$ cat src/hdl/abre_pkg.sv
// ----------------------------------------------------------------------------
// abre_pkg
// Shared types, constants and codes of the adaptive binary range encoder.
// ----------------------------------------------------------------------------
package abre_pkg;

    localparam int CONTEXTS  = 1024;
    localparam int CTX_W     = $clog2(CONTEXTS);
    localparam int PROB_BITS = 12;

    localparam logic [PROB_BITS:0]   PROB_ONE  = 13'h1000;
    localparam logic [PROB_BITS-1:0] PROB_MAX  = 12'hFFF;
    localparam logic [PROB_BITS-1:0] PROB_MIN  = 12'h001;
    localparam logic [PROB_BITS-1:0] PROB_INIT = 12'h800;

    localparam logic [31:0] RANGE_INIT = 32'hFFFF_FFFF;
    localparam logic [31:0] RENORM_TOP = 32'h0100_0000;
    localparam logic [31:0] LOW_TOP    = 32'hFF00_0000;
    localparam logic [31:0] PEND_MAX   = 32'hFFFF_FFFF;
    localparam logic [7:0]  CACHE_INIT = 8'hFF;
    localparam logic [7:0]  FILL_ONES  = 8'hFF;
    localparam logic [7:0]  FILL_ZEROS = 8'h00;

    localparam int SHIFT_CNT_W = 3;
    localparam logic [SHIFT_CNT_W-1:0] ENC_SHIFTS   = 3'd4;
    localparam logic [SHIFT_CNT_W-1:0] FLUSH_SHIFTS = 3'd5;

    localparam logic [1:0] FUNC_ENCODE = 2'd0;
    localparam logic [1:0] FUNC_FLUSH  = 2'd1;
    localparam logic [1:0] FUNC_LOAD   = 2'd2;

    typedef struct packed {
        logic [1:0]  func;
        logic        bit_value;
        logic [9:0]  context_req;
        logic [3:0]  adapt_shift;
        logic [11:0] load_value;
    } in_item_t;

    typedef struct packed {
        logic [7:0]  lead_byte;
        logic [31:0] filler_count;
        logic [7:0]  filler_byte;
        logic        last;
    } out_item_t;

    typedef enum logic [2:0] {
        ST_CLEAR,
        ST_IDLE,
        ST_MUL,
        ST_UPD,
        ST_SHIFT,
        ST_FIN
    } state_t;

    typedef struct packed {
        logic capture;
        logic clear_step;
        logic multiply;
        logic update;
        logic shift_step;
        logic shift_range;
        logic finish;
    } cmd_t;

    typedef struct packed {
        logic clear_last;
        logic range_low;
        logic can_step;
        logic fin_done;
    } stat_t;

endpackage

$ cat src/hdl/abre_ctrl.sv
// ----------------------------------------------------------------------------
// abre_ctrl
// Sequencer: clearing pass, multiply, update, byte shifts and final release.
// ----------------------------------------------------------------------------
module abre_ctrl (
    input  logic                   aclk,
    input  logic                   aresetn,
    input  logic                   s_valid,
    output logic                   s_ready,
    input  logic [1:0]             s_func,
    input  abre_pkg::stat_t        stat,
    output abre_pkg::cmd_t         cmd
);

    abre_pkg::state_t state_reg, state_next;
    logic [abre_pkg::SHIFT_CNT_W-1:0] cnt_reg, cnt_next;
    logic flush_reg, flush_next;

    always_ff @(posedge aclk) begin
        if (!aresetn) begin
            state_reg <= abre_pkg::ST_CLEAR;
            cnt_reg   <= '0;
            flush_reg <= 1'b0;
        end else begin
            state_reg <= state_next;
            cnt_reg   <= cnt_next;
            flush_reg <= flush_next;
        end
    end

    always_comb begin
        state_next = state_reg;
        cnt_next   = cnt_reg;
        flush_next = flush_reg;
        cmd        = '0;
        s_ready    = 1'b0;
        unique case (state_reg)
            abre_pkg::ST_CLEAR: begin
                cmd.clear_step = 1'b1;
                if (stat.clear_last) begin
                    state_next = abre_pkg::ST_IDLE;
                end
            end
            abre_pkg::ST_IDLE: begin
                s_ready = 1'b1;
                if (s_valid) begin
                    cmd.capture = 1'b1;
                    cnt_next    = '0;
                    if (s_func == abre_pkg::FUNC_ENCODE) begin
                        flush_next = 1'b0;
                        state_next = abre_pkg::ST_MUL;
                    end else if (s_func == abre_pkg::FUNC_FLUSH) begin
                        flush_next = 1'b1;
                        state_next = abre_pkg::ST_SHIFT;
                    end
                end
            end
            abre_pkg::ST_MUL: begin
                cmd.multiply = 1'b1;
                state_next   = abre_pkg::ST_UPD;
            end
            abre_pkg::ST_UPD: begin
                cmd.update = 1'b1;
                state_next = abre_pkg::ST_SHIFT;
            end
            abre_pkg::ST_SHIFT: begin
                if (flush_reg ? (cnt_reg == abre_pkg::FLUSH_SHIFTS)
                              : (!stat.range_low || cnt_reg == abre_pkg::ENC_SHIFTS)) begin
                    state_next = abre_pkg::ST_FIN;
                end else begin
                    cmd.shift_step  = 1'b1;
                    cmd.shift_range = !flush_reg;
                    if (stat.can_step) begin
                        cnt_next = cnt_reg + 1'b1;
                    end
                end
            end
            abre_pkg::ST_FIN: begin
                cmd.finish = 1'b1;
                if (stat.fin_done) begin
                    state_next = abre_pkg::ST_IDLE;
                end
            end
            default: begin
                state_next = abre_pkg::ST_IDLE;
            end
        endcase
    end

endmodule

$ cat config.mk
export PLATFORM = sky130hd
export DESIGN_NAME = abre_ctrl
export DESIGN_NICKNAME = d
export VERILOG_FILES = /design/src/hdl/abre_pkg.sv /design/src/hdl/abre_ctrl.sv
export SDC_FILE = /design/constraint.sdc
export NUM_CORES = 1
export LEC_CHECK = 0
export BUFFER_PORTS_ARGS = -buffer_cell sky130_fd_sc_hd__buf_4
export CAP_MARGIN = 20
export CORE_MARGIN = 4
export CORE_UTILIZATION = 40
export CTS_BUF_LIST = sky130_fd_sc_hd__clkbuf_4
export CTS_CLUSTER_SIZE = 12
export DETAILED_ROUTE_END_ITERATION = 16
export GPL_TIMING_DRIVEN = 0
export PLACE_DENSITY = 0.64
export SYNTH_ARGS = -nofsm -noshare
export SYNTH_HDL_FRONTEND = slang
export SYNTH_SLANG_ARGS = --single-unit
export TNS_END_PERCENT = 20
$ cat constraint.sdc
create_clock -name aclk -period 1.75 [get_ports aclk]
set_input_delay 0.4375 -clock aclk [delete_from_list [all_inputs] [get_ports aclk]]
set_output_delay 0.4375 -clock aclk [all_outputs]
set_load 0.01 [all_outputs]
Word-level counts from Yosys, hierarchy flattened
Index checks and enable logic that the tools add are counted.
{"block": "totals", "register_bits": 7, "in_bits": 9, "out_inout_bits": 8, "elab_cells": 52}
{"block": "op_classes", "add_sub_neg": 1, "eq_ne": 15, "n_mux": 23, "n_reduce_logical": 10}
{"operator": "$mux W3", "count": 9}
{"operator": "$pmux W3 S6", "count": 1}
{"operator": "$eq A3 B3 Y1 const B", "count": 4}
{"operator": "$ne A2 B2 Y1 const B", "count": 6}
{"operator": "$mux W1", "count": 10}
{"operator": "$eq A3 B2 Y1 const B", "count": 2}
{"operator": "$pmux W3 S2", "count": 1}
{"operator": "$reduce_and A5 Y1", "count": 1}
{"operator": "$mux W2", "count": 2}
{"operator": "$reduce_and A4 Y1", "count": 1}
{"operator": "$reduce_bool A2 Y1", "count": 2}
{"operator": "$add A3 B1 Y3 const B", "count": 1}
{"operator": "$eq A3 B1 Y1 const B", "count": 1}
{"operator": "$logic_not A3 Y1", "count": 1}
{"operator": "$ne A3 B3 Y1 const B", "count": 1}
{"operator": "$reduce_and A3 Y1", "count": 1}
{"operator": "$eq A2 B1 Y1 const B", "count": 1}
{"operator": "$logic_not A1 Y1", "count": 2}
{"operator": "$logic_not A2 Y1", "count": 1}
{"operator": "$logic_or A1 B1 Y1", "count": 1}

Depth between registers and ports, before layout
{"block": "logic_depth", "depth_word": 5, "depth_mapped": 5, "mapped_depth_nobuf": 5}

Worst setup path after synthesis
No wires, ideal clock.
{"block": "synth_timing", "kind": "register to output", "start": "reg state_reg[1]", "end": "out cmd[1] (netlist name)", "arrival_time_ps": 1290, "required_ps": 1312, "slack_ps": 23, "stages_incl_launch_ff": 4, "path_cell_list": "dfxtp_1 buf_6 or3b_4 a2111oi_2"}
{"item": "start, declared", "line": "abre_ctrl.sv:15", "source": "abre_pkg::state_t state_reg, state_next;"}
{"item": "start signal, assigned", "line": "abre_ctrl.sv:21", "source": "state_reg <= abre_pkg::ST_CLEAR;"}
{"item": "start signal, assigned", "line": "abre_ctrl.sv:25", "source": "state_reg <= state_next;"}
{"item": "end, declared", "line": "abre_ctrl.sv:12", "source": "output abre_pkg::cmd_t cmd"}

==> metrics.md <==
| Metric | Value |
|---|---|
| Outcome | `finished with violations` |
| Violated checks | `setup timing` |
| Vias in the first global route | `531` |
| Final slew viol count | `0` |
| Primary FF master, synth | `dfxtp_1` |
| CP Launch Type | `register` |
| Layout cells sized above 1 | `53.5%` |
| Post-Syn Area per Cell | `8.80 um2` |
| Tcrit/Tclk final | `112%` |
| Drt wl/cell | `13.6 um` |
| Rows | `12` |
| CTS tree | `built` |
| Util after Layout | `67.1%` |
| VDD IR max | `381 uV` |
| Post-Route WL | `1360 um` |
| Hold WC Path Type | `input pin to register` |
| Worst-Skew Late Latency | `0.25 ns` |
| Slew @ Worst Pin | `0.367 ns` |
| Post-CTS Hold Buffers | `0` |
| DR iter-0 viols | `10` |
| Setup CP Type | `register to output port` |
| Placed Area | `666 um2` |
| Number of CTS-inserted buffers | `3` |
| Core area | `1170 um2` |
| Starting Density | `45.1%` |
| Mapped Cells | `60` |
| Worst-path clk slew | `0.06 ns` |
| Uppermost layer routed | `met4` |
| Final GP Congestion | `0.762` |
| Final setup TNS | `-0.369 ns` |
| Final setup vio count | `3` |
| Initial antenna violation count | `0` |
| Hold slack | `0.464 ns` |
| Die Ht | `44.3 um` |
| Max Freq | `512 MHz` |
| Slowest stage cell, crit path | `or3b_4` |
| Seq cells post-synth | `7` |
| WP data arrival | `1.52 ns` |
| Vias/cell | `5.49` |
| Post-synth top area share | `26.5%` |
| Post-synth net total | `72` |
| Slew HR | `75.3%` |
| Synth top area cells | `dfxtp_1 (27%), a211oi_4 (7.6%), ha_1 (7.1%), nor3_1 (4.7%), inv_1 (4.3%)` |
| Crit-path max FO | `9` |
| DRT antenna net count | `0` |
| H-tree lvl count | `1` |
| Horiz. Die Dim | `44.3 um` |
| Vias after detailed routing | `549` |
| RSZ-0062 raised after global routing | `true` |
| # IOs | `17` |
| Max incr delay on CP | `0.44 ns` |
| Setup WS post-layout | `-0.203 ns` |
| First-pass GRT wire length | `2320 um` |
| Synth cell count leaders | `dfxtp_1 (7), inv_1 (6), nor3_1 (5), a21oi_1 (4), nand3_1 (4)` |
| Metal2 WL | `647 um` |
| Yosys top cell by area | `dfxtp_1` |
| Aggregate global routing overflow | `0` |
| Max Cap Violations | `0` |
| Post-layout min period | `1.95 ns` |
| Async S/R FF share, synth | `0%` |
| Tot GR Track Use | `15.7%` |
| DIE AREA | `1970 um2` |
| Layout Cell Area excl Fill | `786 um2` |
| Post-place setup slack | `-0.141 ns` |
| Post-synth EDFFs | `0` |
| Leak | `0.323 nW` |
| Met3 wire len | `79 um` |
| Hold Vio Cnt, Final | `0` |
| Worst Clk Skew | `0.00428 ns` |
| DPL Wire Length | `923 um` |
| Largest net degree at the start of global routing | `11` |
| # nets final | `99` |
| Setup crit end kind | `output port` |
| Post-synthesis cell area | `528 um2` |
| Synth cell types | `31` |
| Deepest clock path buffer count | `2` |
| Worst endpoint required time | `1.31 ns` |
| Met1 WL | `618 um` |
| Residual DRC | `0` |
| First-pass iteration count of the detailed router | `4` |
| Root buf cell | `clkbuf_4` |
| N_diodes | `0` |
| Yosys warnings | `0` |
| Clk sink count | `7` |
| Layout area overhead | `48.8%` |
| Sequential area share after synthesis | `26.5%` |
| Port Buffer Count | `16` |
| Power Dens Cells | `543 nW/um2` |
| Fill count | `98` |
| Critical-path cell list | `or3b_4 > buf_6 > a211oi_4 > buf_4` |
| Most frequent cell after synthesis | `dfxtp_1` |
-- logic make-up (layout without fill, tap and decap cells) --
family | count (synthesis) | after routing | synth area share (%)
simple gates | 20 | 20 | 23.2
fa+ha+maj | 3 | 3 | 7.11
mux | 3 | 3 | 5.92
compound gates | 17 | 17 | 28.7
flops | 7 | 7 | 26.5
buf+inv | 10 | 36 | 8.53
-- critical path, delay by kind of cell, from the launching register on --
kind,cells,cell delay [ns]
flops,1,0.37
simple gates,1,0.44
buf+inv,2,0.28
compound gates,1,0.16
-- metal layers --
metal,global-route usage (%),vias to the layer above
li1,-,272
met1,20.5,260
met2,25.0,14
met3,3.66,3
met4,5.42,0
met5,0,-
-- worst paths after layout --
| check | start | end | slack, ns | cells past startpoint |
|---|---|---|---|---|
| setup / recovery | state_reg[0] | cmd[2] | -0.20 | 4 |
| hold / removal | s_func[0] | flush_reg | 0.46 | 3 |
| setup reg to reg | cnt_reg[0] | cnt_reg[1] | 0.15 | 6 |
| hold reg to reg | cnt_reg[0] | cnt_reg[0] | 0.51 | 2 |
-- final cells by class --
type	count	area [um2]	share of cell area, %
Buffer	2	16.3	2.07
Clock buffer	3	22.5	2.87
Clock inverter	1	5.00	0.637
Inverter	8	30.0	3.82
Multi-Input combinational cell	43	382	48.6
Sequential cell	7	144	18.3
Tap cell	14	17.5	2.23
Timing Repair Buffer	22	169	21.5
-- placed cells by master (no fill, tap or decap), types with 2 or more instances in the layout --
| cell | n |
|---|---|
| inv_2 | 5 |
| mux2i_1 | 2 |
| ha_1 | 2 |
| dfxtp_2 | 3 |
| buf_4 | 21 |
| buf_6 | 2 |
| nor3_1 | 4 |
| inv_1 | 3 |
| o21ai_0 | 2 |
| a21oi_1 | 4 |
| nand3_1 | 4 |
| a211oi_4 | 2 |
| nand2_1 | 3 |
| dfxtp_1 | 4 |
| clkbuf_4 | 3 |
-- metrics by stage --
stage	std cells	power, mW
4_1_cts	100	0.429
6_report	100	0.426
2_1_floorplan	60	0.224
3_5_place_dp	90	0.270
3_3_place_gp	90	0.269
5_1_grt	100	0.454
-- report_power, final --
part / switching, mW / internal, mW
Combinational: 0.0499 / 0.0514
Sequential: 0.0111 / 0.166
Clock: 0.0646 / 0.0837
Total: 0.126 / 0.301
-- timing repair --
item,4_1_cts,5_1_grt
endpoints found under the hold margin,0,0
buffers inserted,6,0
gates resized for setup,11,3
pin swaps,4,0
endpoints found under the setup margin,3,5
Note: power is estimated with default switching activity, not from simulation.
